**src/rtl/tmph_pkg.sv**
```systemverilog
`timescale 1ns / 1ps

package tmph_pkg;

   // Widths of the fields at the ports.
   localparam int SAMPLE_W = 12;
   localparam int OFFSET_W = 16;
   localparam int PH_W     = 17;

   // Samples are widened to this before the low ADC bits are taken.
   localparam int WIDE_W = 16;

   // The slope is 3.3 * 5.70 = 18.81, kept as 1881 / 100.
   localparam int SLOPE_NUM_W = 11;
   localparam logic [SLOPE_NUM_W-1:0] SLOPE_NUM = 11'd1881;
   localparam int SLOPE_DEN = 100;

   // The result is in units of 1/1024 pH.
   localparam int SCALE_SHIFT = 10;

   // The slope term never reaches 2^15, so the quotient has 15 bits.
   localparam int QUOT_W = 15;

   // Thresholds of 4.00 and 9.00 pH, in units of 1/1024 pH.
   localparam int PH_LOW_Q  = 4096;
   localparam int PH_HIGH_Q = 9216;

   localparam logic [OFFSET_W-1:0] OFFSET_RESET = 16'd21852;

endpackage

```
**src/rtl/trimmed_mean_ph_converter.sv**
```systemverilog
`timescale 1ns / 1ps

// A request that does not complete a burst is taken as soon as it is offered; the one that
// completes it starts the calculation: each sample in turn is loaded, ranked and tallied,
// then the sum is multiplied, the quotient estimated, back-multiplied and corrected, and the
// response finished, which waits while the previous response is still stalled at the output.
// Requests stall from then until the response is registered. Synchronous reset empties the
// burst, clears the response and loads the default offset, not the sample store.
module trimmed_mean_ph_converter
   import tmph_pkg::*;
#(
   parameter int BURST_LENGTH = 10,
   parameter int TRIM_COUNT   = 2,
   parameter int ADC_BITS     = 12
) (
   input  logic                 clock,
   input  logic                 reset,

   input  logic                 req_valid,
   output logic                 req_stall,
   input  logic [SAMPLE_W-1:0]  req_adc_sample,

   output logic                 rsp_valid,
   input  logic                 rsp_stall,
   output logic signed [PH_W-1:0] rsp_ph_value,
   output logic                 rsp_out_of_range,

   input  logic                 csr_write_enable,
   input  logic [OFFSET_W-1:0]  csr_write_data
);

   // Number of samples that survive the trim; zero when the trim swallows the burst.
   localparam int KEPT = (BURST_LENGTH > 2 * TRIM_COUNT) ? BURST_LENGTH - 2 * TRIM_COUNT : 0;

   // Position counters run from 0 to BURST_LENGTH - 1.
   localparam int CNT_W = $clog2(BURST_LENGTH);
   // The rank is compared against TRIM_COUNT + KEPT, which may exceed BURST_LENGTH - 1.
   localparam int RK_W  = $clog2(BURST_LENGTH + TRIM_COUNT + 1);

   // The trimmed sum holds at most BURST_LENGTH samples of ADC_BITS bits.
   localparam int SUM_W  = ADC_BITS + $clog2(BURST_LENGTH);
   localparam int PROD_W = SUM_W + SLOPE_NUM_W;
   localparam int NUM_W  = PROD_W + SCALE_SHIFT;

   // The slope term is num / DIVISOR with num = sum * 1881 * 1024.
   localparam longint unsigned DIVISOR =
      (KEPT > 0) ? longint'(SLOPE_DEN) * (longint'(1) << ADC_BITS) * longint'(KEPT) : 1;

   // Reciprocal of the divisor scaled by 2^(PROD_W + SCALE_SHIFT). Multiplying the product of
   // the sum and the slope by it undershoots the quotient by at most one, which one compare
   // and subtract puts right.
   localparam longint unsigned RECIP =
      (KEPT > 0) ? (longint'(1) << (PROD_W + SCALE_SHIFT)) / DIVISOR : 0;
   localparam int DIV_W   = $clog2(DIVISOR + 1);
   localparam int RECIP_W = $clog2(RECIP + 1);

   // Operand widths of the one shared multiplier.
   localparam int MUL_A_W  = PROD_W;
   localparam int MUL_B_W0 = (DIV_W > RECIP_W) ? DIV_W : RECIP_W;
   localparam int MUL_B_W  = (MUL_B_W0 > QUOT_W) ? MUL_B_W0 : QUOT_W;
   localparam int MUL_P_W  = MUL_A_W + MUL_B_W;

   localparam logic [MUL_B_W-1:0] SLOPE_B   = MUL_B_W'(SLOPE_NUM);
   localparam logic [MUL_B_W-1:0] RECIP_B   = MUL_B_W'(RECIP);
   localparam logic [MUL_B_W-1:0] DIVISOR_B = MUL_B_W'(DIVISOR);
   localparam logic [NUM_W-1:0]   DIVISOR_N = NUM_W'(DIVISOR);

   localparam logic [CNT_W-1:0] LAST_POS = CNT_W'(BURST_LENGTH - 1);
   localparam logic [RK_W-1:0]  RANK_LO  = RK_W'(TRIM_COUNT);
   localparam logic [RK_W-1:0]  RANK_HI  = RK_W'(TRIM_COUNT + KEPT);

   localparam int CMP_W = PH_W + 1;

   // The sequencer. Each stored sample is ranked in turn: LOAD picks the sample at the head
   // of the ring, RANK turns the ring once round and counts the samples that sort before it,
   // and TALLY adds it to the sum when its rank lies in the kept window. MUL scales the sum,
   // ESTIMATE takes the quotient from the reciprocal, BACK forms the remainder from it and
   // CORRECT adds the one step that the estimate may fall short. FINISH builds the response.
   // MUL, ESTIMATE and BACK all use the same multiplier.
   typedef enum logic [3:0] {
      COLLECT,
      LOAD,
      RANK,
      TALLY,
      MUL,
      ESTIMATE,
      BACK,
      CORRECT,
      FINISH
   } state_type;

   state_type state_ff;

   // The sample store is a ring of registers that is only ever read at its head.
   logic [ADC_BITS-1:0] ring_ff [BURST_LENGTH];

   logic [CNT_W-1:0]       count_ff;
   logic [CNT_W-1:0]       pos_ff;
   logic [CNT_W-1:0]       head_ff;
   logic [CNT_W-1:0]       step_ff;
   logic [RK_W-1:0]        rank_ff;
   logic [ADC_BITS-1:0]    cand_ff;
   logic [SUM_W-1:0]       sum_ff;
   logic [NUM_W-1:0]       rem_ff;
   logic [QUOT_W-1:0]      quot_ff;
   logic [OFFSET_W-1:0]    offset_ff;

   logic                   rsp_valid_ff;
   logic signed [PH_W-1:0] rsp_ph_value_ff;
   logic                   rsp_out_of_range_ff;

   logic                   req_take;
   logic                   ring_turn;
   logic [ADC_BITS-1:0]    ring_tail;
   logic [WIDE_W-1:0]      sample_wide;
   logic [CNT_W-1:0]       head_next;
   logic                   sorts_before;
   logic [MUL_A_W-1:0]     mul_a;
   logic [MUL_B_W-1:0]     mul_b;
   logic [MUL_P_W-1:0]     mul_out;
   logic [PROD_W-1:0]      prod;
   logic                   round_up;
   logic [QUOT_W:0]        term;
   logic signed [CMP_W-1:0] off_ext;
   logic signed [CMP_W-1:0] quot_ext;
   logic signed [CMP_W-1:0] ph_full;
   logic signed [CMP_W-1:0] low_bound;
   logic signed [CMP_W-1:0] high_bound;
   logic signed [PH_W-1:0]  ph_sat;
   logic                    flag;
   logic                    rsp_free;

   assign req_stall        = (state_ff != COLLECT);
   assign rsp_valid        = rsp_valid_ff;
   assign rsp_ph_value     = rsp_ph_value_ff;
   assign rsp_out_of_range = rsp_out_of_range_ff;

   assign req_take    = req_valid && (state_ff == COLLECT);
   assign sample_wide = WIDE_W'(req_adc_sample);

   // The ring shifts towards its head. While collecting, a new request enters at the tail;
   // while ranking, the head wraps round to the tail.
   assign ring_turn = req_take || (state_ff == RANK) || (state_ff == TALLY);
   assign ring_tail = (state_ff == COLLECT) ? sample_wide[ADC_BITS-1:0] : ring_ff[0];
   assign head_next = (head_ff == LAST_POS) ? '0 : head_ff + 1'b1;

   // Ties are broken by position in the ring, so every sample gets a distinct rank.
   assign sorts_before = (ring_ff[0] < cand_ff) || ((ring_ff[0] == cand_ff) && (head_ff < pos_ff));

   // The shared multiplier: sum times the slope numerator, then the scaled product times the
   // reciprocal, then the estimated quotient times the divisor.
   always_comb begin
      unique case (state_ff)
         ESTIMATE: begin
            mul_a = rem_ff[NUM_W-1:SCALE_SHIFT];
            mul_b = RECIP_B;
         end
         BACK: begin
            mul_a = MUL_A_W'(quot_ff);
            mul_b = DIVISOR_B;
         end
         default: begin
            mul_a = MUL_A_W'(sum_ff);
            mul_b = SLOPE_B;
         end
      endcase
   end

   assign mul_out = MUL_P_W'(mul_a) * MUL_P_W'(mul_b);
   assign prod    = mul_out[PROD_W-1:0];

   // Round to nearest with ties up: add one when twice the remainder reaches the divisor.
   assign round_up = ({rem_ff, 1'b0} >= (NUM_W + 1)'(DIVISOR));
   assign term     = {1'b0, quot_ff} + (QUOT_W + 1)'(round_up);

   assign off_ext  = CMP_W'($signed(offset_ff));
   assign quot_ext = $signed(CMP_W'(quot_ff));
   assign ph_full  = off_ext - $signed(CMP_W'(term));

   always_comb begin
      if (ph_full > $signed(CMP_W'((1 << (PH_W - 1)) - 1))) begin
         ph_sat = PH_W'((1 << (PH_W - 1)) - 1);
      end else if (ph_full < -$signed(CMP_W'(1 << (PH_W - 1)))) begin
         ph_sat = PH_W'(1 << (PH_W - 1));
      end else begin
         ph_sat = ph_full[PH_W-1:0];
      end
   end

   // The flag uses the exact quotient. With q the floor of the slope term and r its
   // remainder, pH <= 4.00 exactly when q >= offset - 4096, and pH >= 9.00 exactly when
   // q < offset - 9216, or q equals it with nothing left over.
   assign low_bound  = off_ext - $signed(CMP_W'(PH_LOW_Q));
   assign high_bound = off_ext - $signed(CMP_W'(PH_HIGH_Q));
   assign flag = (quot_ext >= low_bound) || (quot_ext < high_bound) ||
                 ((quot_ext == high_bound) && (rem_ff == '0));

   assign rsp_free = !rsp_valid_ff || !rsp_stall;

   always_ff @(posedge clock) begin
      if (ring_turn) begin
         for (int k = 0; k < BURST_LENGTH - 1; k++) begin
            ring_ff[k] <= ring_ff[k+1];
         end
         ring_ff[BURST_LENGTH-1] <= ring_tail;
      end
   end

   always_ff @(posedge clock) begin
      if (reset) begin
         state_ff            <= COLLECT;
         count_ff            <= '0;
         offset_ff           <= OFFSET_RESET;
         rsp_valid_ff        <= 1'b0;
         pos_ff              <= '0;
         head_ff             <= '0;
         step_ff             <= '0;
         rank_ff             <= '0;
      end else begin
         if (csr_write_enable) begin
            offset_ff <= csr_write_data;
         end

         // A new response may replace one that leaves in the same cycle.
         if ((state_ff == FINISH) && rsp_free) begin
            rsp_valid_ff <= 1'b1;
         end else if (rsp_valid_ff && !rsp_stall) begin
            rsp_valid_ff <= 1'b0;
         end

         unique case (state_ff)
            COLLECT: begin
               if (req_take) begin
                  if (count_ff == LAST_POS) begin
                     count_ff <= '0;
                     pos_ff   <= '0;
                     head_ff  <= '0;
                     sum_ff   <= '0;
                     state_ff <= LOAD;
                  end else begin
                     count_ff <= count_ff + 1'b1;
                  end
               end
            end

            LOAD: begin
               cand_ff  <= ring_ff[0];
               rank_ff  <= '0;
               step_ff  <= '0;
               state_ff <= RANK;
            end

            RANK: begin
               rank_ff <= rank_ff + RK_W'(sorts_before);
               head_ff <= head_next;
               step_ff <= step_ff + 1'b1;
               if (step_ff == LAST_POS) begin
                  state_ff <= TALLY;
               end
            end

            TALLY: begin
               if ((rank_ff >= RANK_LO) && (rank_ff < RANK_HI)) begin
                  sum_ff <= sum_ff + SUM_W'(cand_ff);
               end
               head_ff <= head_next;
               if (pos_ff == LAST_POS) begin
                  state_ff <= MUL;
               end else begin
                  pos_ff   <= pos_ff + 1'b1;
                  state_ff <= LOAD;
               end
            end

            MUL: begin
               rem_ff   <= {prod, SCALE_SHIFT'(0)};
               state_ff <= ESTIMATE;
            end

            ESTIMATE: begin
               quot_ff  <= mul_out[PROD_W +: QUOT_W];
               state_ff <= BACK;
            end

            BACK: begin
               rem_ff   <= rem_ff - mul_out[NUM_W-1:0];
               state_ff <= CORRECT;
            end

            CORRECT: begin
               if (rem_ff >= DIVISOR_N) begin
                  quot_ff <= quot_ff + 1'b1;
                  rem_ff  <= rem_ff - DIVISOR_N;
               end
               state_ff <= FINISH;
            end

            FINISH: begin
               // Wait here until the response register is free.
               if (rsp_free) begin
                  rsp_ph_value_ff     <= ph_sat;
                  rsp_out_of_range_ff <= flag;
                  state_ff            <= COLLECT;
               end
            end

            default: begin
               state_ff <= COLLECT;
            end
         endcase
      end
   end

endmodule

```
**config.mk**
```make
export PLATFORM = sky130hd
export DESIGN_NAME = trimmed_mean_ph_converter
export DESIGN_NICKNAME = d
export VERILOG_FILES = /design/src/rtl/tmph_pkg.sv /design/src/rtl/trimmed_mean_ph_converter.sv
export SDC_FILE = /design/constraint.sdc
export NUM_CORES = 1
export LEC_CHECK = 0
export BUFFER_PORTS_ARGS = -buffer_cell sky130_fd_sc_hd__buf_2
export CORE_MARGIN = 8
export CORE_UTILIZATION = 63
export DETAILED_ROUTE_END_ITERATION = 10
export GPL_TIMING_DRIVEN = 0
export PLACE_DENSITY = 0.8
export SYNTH_ARGS = -nofsm -noshare
export SYNTH_HDL_FRONTEND = slang
export SYNTH_SLANG_ARGS = --single-unit
```
**constraint.sdc**
```tcl
create_clock -name clock -period 26.7 [get_ports clock]
set_input_delay 4.005 -clock clock [delete_from_list [all_inputs] [get_ports clock]]
set_output_delay 4.005 -clock clock [all_outputs]
set_load 0.03 [all_outputs]
```
# [After elaboration in Yosys (flattened, before gate mapping)]
# Memories as Yosys holds them, arrays and structs flattened.
# Cells that the tools add are included.
[word_totals] output_inout_bits=20 n_memories=1 in_bits=33 ff_bits=139 mem_bits_rw=120 word_cells=125
[mem_list] name="ring_ff" depth=10 width=12 rd=10 rd_ports_with_merged_regs=0 write_ports=10 line_no="trimmed_mean_ph_converter.sv:95" text="logic [ADC_BITS-1:0] ring_ff [BURST_LENGTH];"
[op_classes] muxes=31 order_cmp=10 add_sub_neg=13 multipliers=1 n_reduce_logical=33 bitwise=1 n_eq_ne=21
[ops] cell="37-bit one-hot mux with 3 select lines" n=1
[ops] cell="27-bit one-hot mux with 2 select lines" n=1
[ops] cell="16-bit 2-to-1 mux" n=3
[ops] cell="22-bit one-hot mux with 2 select lines" n=1
[ops] cell="27-bit by 22-bit multiplier with 42-bit output" n=1
[ops] cell="38-bit by 22-bit greater-or-equal comparator with 1-bit output, second input constant" n=1
[ops] cell="37-bit by 22-bit greater-or-equal comparator with 1-bit output, second input constant" n=1
[ops] cell="37-bit logical NOT" n=1
[ops] cell="37-bit 2-to-1 mux" n=1
[ops] cell="37-bit by 22-bit subtractor with 37-bit output, second input constant" n=1
[ops] cell="37-bit subtractor" n=1
[ops] cell="4-bit 2-to-1 mux" n=9
[ops] cell="4-bit one-hot mux with 9 select lines" n=1
[ops] cell="16-bit one-hot mux with 2 select lines" n=1
[ops] cell="4-bit one-hot mux with 2 select lines" n=4
[ops] cell="15-bit one-hot mux with 2 select lines" n=1
[ops] cell="4-bit == test, second input constant" n=5
[ops] cell="18-bit by 17-bit greater-than comparator with 1-bit output, second input constant" n=1
[ops] cell="18-bit by 17-bit < comparator with 1-bit output, second input constant" n=1
[ops] cell="16-bit by 17-bit subtractor with 18-bit output" n=1
[ops] cell="16-bit by 17-bit == test with 1-bit output" n=1
[ops] cell="16-bit by 17-bit greater-or-equal comparator with 1-bit output" n=1
[ops] cell="16-bit by 17-bit < comparator with 1-bit output" n=1
[ops] cell="17-bit 2-to-1 mux" n=1
[ops] cell="34 further kinds" n=69

# [Depth between registers and ports, before layout]
[depth] ltp_word=6 ltp_mapped=41 mapped_depth_nobuf=40

# [Least setup slack after synthesis]
# Ideal clock, no wire load.
[synth_timing] kind="register to register" from="register state_ff[3]" to="register rem_ff[34] (data pin)" arrival_ns=9.701 setup_time_ns=0.167 slack_ns=16.832 path_stages_with_launch=40 required_time_ns=26.533 period_less_slack_ns=9.868 n_path_buf=2 path_cell_list="dfxtp_1 -> nand2b_1 -> nor2_1 -> clkbuf_1 -> nand2_1 -> nand2_1 -> fa_1 -> fa_1 -> inv_1 -> fa_1 -> inv_1 -> fa_1 -> inv_1 -> fa_1 -> inv_1 -> fa_1 -> inv_1 -> fa_1 -> [4 not listed] -> o2111ai_1 -> o21ba_2 -> or2_2 -> a311oi_1 -> xor2_1 -> ha_1 -> inv_1 -> nor2_1 -> nand3_1 -> a21oi_1 -> a211o_1 -> maj3_1 -> a221oi_4 -> o31ai_4 -> a311o_1 -> a31oi_1 -> mux2_1 -> a221oi_2"
[synth_via] elab_chain_cells=5 elab_cells_between_ends=9 cone_classes="add/sub: 1; mul: 1; eq/ne: 4; mux: 3"
[synth_rtl] element="start: declaration" line_no="trimmed_mean_ph_converter.sv:92" text="state_type state_ff;"
[synth_rtl] element="start signal: assignment" line_no="trimmed_mean_ph_converter.sv:211" text="state_ff <= COLLECT;"
[synth_rtl] element="start signal: assignment" line_no="trimmed_mean_ph_converter.sv:239" text="state_ff <= LOAD;"
[synth_rtl] element="start signal: assignment" line_no="trimmed_mean_ph_converter.sv:250" text="state_ff <= RANK;"
[synth_rtl] element="4-bit by 3-bit == test with 1-bit output (on tied branches)" line_no="trimmed_mean_ph_converter.sv:153, trimmed_mean_ph_converter.sv:231"
[synth_rtl] element="27-bit one-hot mux with 2 select lines / 22-bit one-hot mux with 2 select lines (equally long branches)" line_no="trimmed_mean_ph_converter.sv:153" text="unique case (state_ff)"
[synth_rtl] element="27-bit by 22-bit multiplier with 42-bit output" line_no="trimmed_mean_ph_converter.sv:169" text="assign mul_out = MUL_P_W'(mul_a) * MUL_P_W'(mul_b);"
[synth_rtl] element="37-bit subtractor" line_no="trimmed_mean_ph_converter.sv:286" text="rem_ff <= rem_ff - mul_out[NUM_W-1:0];"
[synth_rtl] element="37-bit one-hot mux with 3 select lines *" line_no="trimmed_mean_ph_converter.sv:231" text="unique case (state_ff)"
[synth_rtl] element="end signal: assignment" line_no="trimmed_mean_ph_converter.sv:276" text="rem_ff <= {prod, SCALE_SHIFT'(0)};"
[synth_rtl] element="end signal: assignment" line_no="trimmed_mean_ph_converter.sv:286"
[synth_rtl] element="end signal: assignment" line_no="trimmed_mean_ph_converter.sv:293" text="rem_ff <= rem_ff - DIVISOR_N;"
[synth_rtl] element="end: declaration" line_no="trimmed_mean_ph_converter.sv:104" text="logic [NUM_W-1:0] rem_ff;"
# Every way passes the cells marked *; elsewhere a longest branch is shown, timed or not.
# A chain may end at the register's enable or synchronous reset.

# [Worst setup path after layout]
[layout_timing] from="register state_ff[3]" to="register rem_ff[35] (data pin)"
# Same word-level chain as after synthesis.

==> impl_results.rst <==
.. list-table::
   :header-rows: 1

   * - Metric
     - Value
   * - Total core area
     - 44200 sq um
   * - Sort of element at the start of the critical path
     - flip-flop
   * - Routability congestion estimate
     - 0.948
   * - Number of distinct library cells after synthesis
     - 86
   * - Cell area after placement
     - 29600 sq um
   * - Maximum clock frequency
     - approximately 84 MHz
   * - Num Clock Sinks
     - 259
   * - Max-slew headroom
     - 0.294
   * - Most common library cell in the layout ignoring fill and taps
     - sky130_fd_sc_hd__inv_1
   * - Final slew viol count
     - 0
   * - Gr ovfl total
     - 0
   * - Final-layout setup total negative slack
     - 0 ns
   * - Vias after detailed routing
     - 20.5k
   * - Count of standard-cell rows
     - 77
   * - Critical path's slowest cell
     - sky130_fd_sc_hd__o41ai_1
   * - Cell with the most instances on the worst path
     - sky130_fd_sc_hd__fa_1
   * - Total area of sequential cells
     - between 7000 and 8000 sq um
   * - Clock period minus final worst setup slack
     - 11.88 ns
   * - Kind of capture point of the worst setup path
     - flip-flop
   * - WL/cell
     - 19.2 microns
   * - Final-report setup violation count
     - 0
   * - Count of nets left with antenna violations after detail routing
     - 0
   * - Final layout net count
     - 3713
   * - Post-CTS Resized
     - 0
   * - Setup clock skew after layout
     - 0.0146 ns
   * - Vias in the first global route
     - 21.7k
   * - Synthesized-area fraction occupied by xor and xnor cells
     - 0.0448
   * - Clock tree from TritonCTS
     - done
   * - TritonCTS Buffers
     - 24
   * - CP startpoint
     - state_ff[3]
   * - Worst-path maximum fanout
     - 10
   * - Synth Area in Compound Gates
     - 0.0998
   * - Crit path DAT
     - 12.16 ns
   * - Port Buffers
     - 50
   * - H-tree levels
     - 1
   * - Antenna violations before repair
     - 1
   * - Die span in x
     - 228 microns
   * - Share of the clock period used by the worst path after layout
     - 0.445
   * - Number of enable-type register cells in the synthesized netlist
     - 218
   * - Critical path required time
     - 26.99 ns
   * - Max Root-Sink Buffers
     - 3
   * - Die area
     - slightly above 50000 sq um
   * - Type of the tightest min-delay check
     - flip-flop to flip-flop
   * - Clk root buf
     - sky130_fd_sc_hd__clkbuf_16
   * - Ratio of cells with drive above 1 in the final layout
     - 0.0533
   * - Boundary Pins
     - 53
   * - Max-capacitance violation count
     - 0
   * - Register clock-pin slew on the reported worst setup and hold paths
     - 0.07 ns
   * - Non-filler cells in the finished layout
     - 3613
   * - Post-detailed-routing wire length
     - 69300 microns
   * - Sequential-to-total area share from yosys stat
     - 0.261
   * - Global Route Usage Sum
     - 0.268
   * - Power density normalized to cell area
     - 45.2 nW/um^2
   * - Mean number of vias per cell
     - 5.68
   * - Layout-stage area growth over the synthesis result
     - 7.59%
   * - Post-route DRC violation count
     - 0
   * - Post-synthesis simple-gate area fraction
     - 0.102
   * - Unrepaired setup endpoints after global routing
     - no
   * - Reg2Reg Launch Point
     - state_ff[3]
   * - First-iteration detailed-routing DRC count
     - approximately 1.5k
   * - Skew-Pair Late Insertion Delay
     - roughly 0.55 ns
   * - Wire length of the first global-routing pass
     - about 110000 microns
   * - Die H
     - 228 microns
   * - FF+latch count, synth
     - around 260
   * - Fin area
     - 30400 sq um
   * - Crit Path Class
     - flip-flop to flip-flop
   * - Total of warnings raised by yosys
     - 0
   * - Detailed-routing iteration count for the pre-antenna-repair pass
     - 7
   * - Static Leakage
     - 14.9 nW
   * - Outcome
     - finished, final reports clean
   * - Largest family of logic cells by synthesized area
     - adder cells
   * - Longest individual stage delay on the worst path
     - 0.66 ns
   * - Max IR drop VDD
     - around 0.000096 V
   * - Avg Inst Size Synth
     - a little under 10 sq um
   * - Transition time at the pin with the least slew margin
     - 1.05 ns
   * - Total of hold buffers inserted after clock tree synthesis
     - 0
   * - Most frequent cells in the layout
     - 649 x sky130_fd_sc_hd__inv_1, 344 x sky130_fd_sc_hd__ha_1, 333 x sky130_fd_sc_hd__fa_1
   * - Final hold viol count
     - 0
   * - Multiplexer share of the synthesized area
     - 0.00766
   * - Post-synthesis adder-cell area fraction
     - 0.390
   * - Buffers & Inverters on Critical Path
     - 7
   * - Launch point of the worst hold path
     - ring_ff[4][6]
   * - Buffer count from post-CTS setup fixing
     - 0
   * - Fill cells
     - ~3.3k
   * - Multi-input gate area
     - ~18000 sq um
   * - Number of diodes
     - 0
   * - Post-placement cell count
     - 3569
   * - DPL Wire Length
     - 57900 microns
   * - Pin count of the biggest net entering global routing
     - 81
   * - Proportion of synthesized flip-flops having asynchronous set or reset
     - 0
   * - Mapped Area
     - 28300 sq um
   * - CP delay by family, top
     - adder cells
   * - Overall Power
     - 1.38 mW
   * - Predominant post-synthesis flop cell
     - sky130_fd_sc_hd__edfxtp_1
   * - Synthesized instance count
     - roughly 2.9k
   * - Starting density of the core
     - 0.639
==> cells by family after synthesis <==
logic type	after synthesis
buf+inv	710
fa+ha+maj	681
simple gates	608
compound gates	431
flops	259
xor+xnor	143
mux	21
other cells	2
==> state kept, by name (all words and copies together) (netlist names) <==
signal,cells
ring_ff,120
cand_ff,12
step_ff,4
count_ff,4
offset_ff,16
rem_ff,37
rank_ff,4
rsp_valid,1
quot_ff,15
rsp_out_of_range,1
head_ff,4
state_ff,4
pos_ff,4
sum_ff,16
rsp_ph_value,17
==> path summary, 6_finish.rpt <==
check,endpoint,slack [ns],cells past startpoint
setup / recovery,rem_ff[35],14.82,40
hold / removal,ring_ff[3][6],0.41,0
setup reg to reg,rem_ff[35],14.82,40
hold reg to reg,ring_ff[3][6],0.41,0
==> through the flow <==
stage	worst slack, ns	hold WS [ns]	utilization
floorplan	16.83	0.400	-
global placement	15.30	0.401	0.667
detailed placement	15.12	0.405	0.670
CTS	15.05	0.416	0.687
global route	14.17	0.419	0.687
finish	14.82	0.414	0.687
==> layout make-up <==
type,instances,area share
multi-input combinational,1951,0.608
sequential,259,0.242
inverter,651,0.0804
clock inverter,10,0.00284
timing repair buffer,57,0.0111
clock buffer,34,0.0227
tap,592,0.0244
buffer,59,0.00807
==> where the power goes <==
group          leakage (nW)  internal [mW]  switching [mW]
registers              2.42          0.462         0.00600
logic                  12.1          0.237           0.333
clock network         0.373          0.183           0.155
==> metal layers <==
layer / up-vias / part of all wire / track usage
met5: - / 0.00019 / 0
met4: 2 / 0.021 / 0.0630
met3: 101 / 0.067 / 0.0325
met2: 716 / 0.48 / 0.454
met1: 10200 / 0.43 / 0.368
li1: 9561 / - / -
==> synthesized netlist by cell type (7+ instances only) <==
master | count | area share
sky130_fd_sc_hd__fa_1 | 333 | 0.24
sky130_fd_sc_hd__o21a_1 | 17 | 0.0045
sky130_fd_sc_hd__nor2b_1 | 21 | 0.0046
sky130_fd_sc_hd__o22ai_1 | 8 | 0.0018
sky130_fd_sc_hd__nor4_1 | 9 | 0.0020
sky130_fd_sc_hd__a21boi_0 | 7 | 0.0019
sky130_fd_sc_hd__nand4_1 | 21 | 0.0046
sky130_fd_sc_hd__buf_1 | 8 | 0.0011
sky130_fd_sc_hd__nor3_1 | 35 | 0.0062
sky130_fd_sc_hd__and3_1 | 33 | 0.0073
sky130_fd_sc_hd__or3_1 | 12 | 0.0027
sky130_fd_sc_hd__o21bai_1 | 11 | 0.0029
sky130_fd_sc_hd__edfxtp_1 | 218 | 0.23
sky130_fd_sc_hd__xnor2_1 | 85 | 0.026
sky130_fd_sc_hd__o21ai_0 | 100 | 0.018
sky130_fd_sc_hd__mux2i_1 | 18 | 0.0064
sky130_fd_sc_hd__nor2_1 | 151 | 0.020
sky130_fd_sc_hd__nand2b_1 | 23 | 0.0051
sky130_fd_sc_hd__clkbuf_1 | 42 | 0.0056
sky130_fd_sc_hd__a21o_1 | 33 | 0.0088
sky130_fd_sc_hd__o2111ai_1 | 12 | 0.0037
sky130_fd_sc_hd__o211ai_1 | 18 | 0.0048
sky130_fd_sc_hd__dfxtp_1 | 41 | 0.029
sky130_fd_sc_hd__o21ai_1 | 14 | 0.0025
sky130_fd_sc_hd__nand2_1 | 204 | 0.027
sky130_fd_sc_hd__or2_2 | 21 | 0.0046
sky130_fd_sc_hd__ha_1 | 344 | 0.15
sky130_fd_sc_hd__o31ai_1 | 9 | 0.0024
sky130_fd_sc_hd__a21oi_1 | 123 | 0.022
sky130_fd_sc_hd__and2_1 | 13 | 0.0029
sky130_fd_sc_hd__xor2_1 | 57 | 0.018
sky130_fd_sc_hd__or4_1 | 7 | 0.0019
sky130_fd_sc_hd__inv_1 | 649 | 0.086
sky130_fd_sc_hd__a211oi_1 | 9 | 0.0024
sky130_fd_sc_hd__nand3_1 | 40 | 0.0071
No activity file was read; power rests on OpenSTA's default activity.
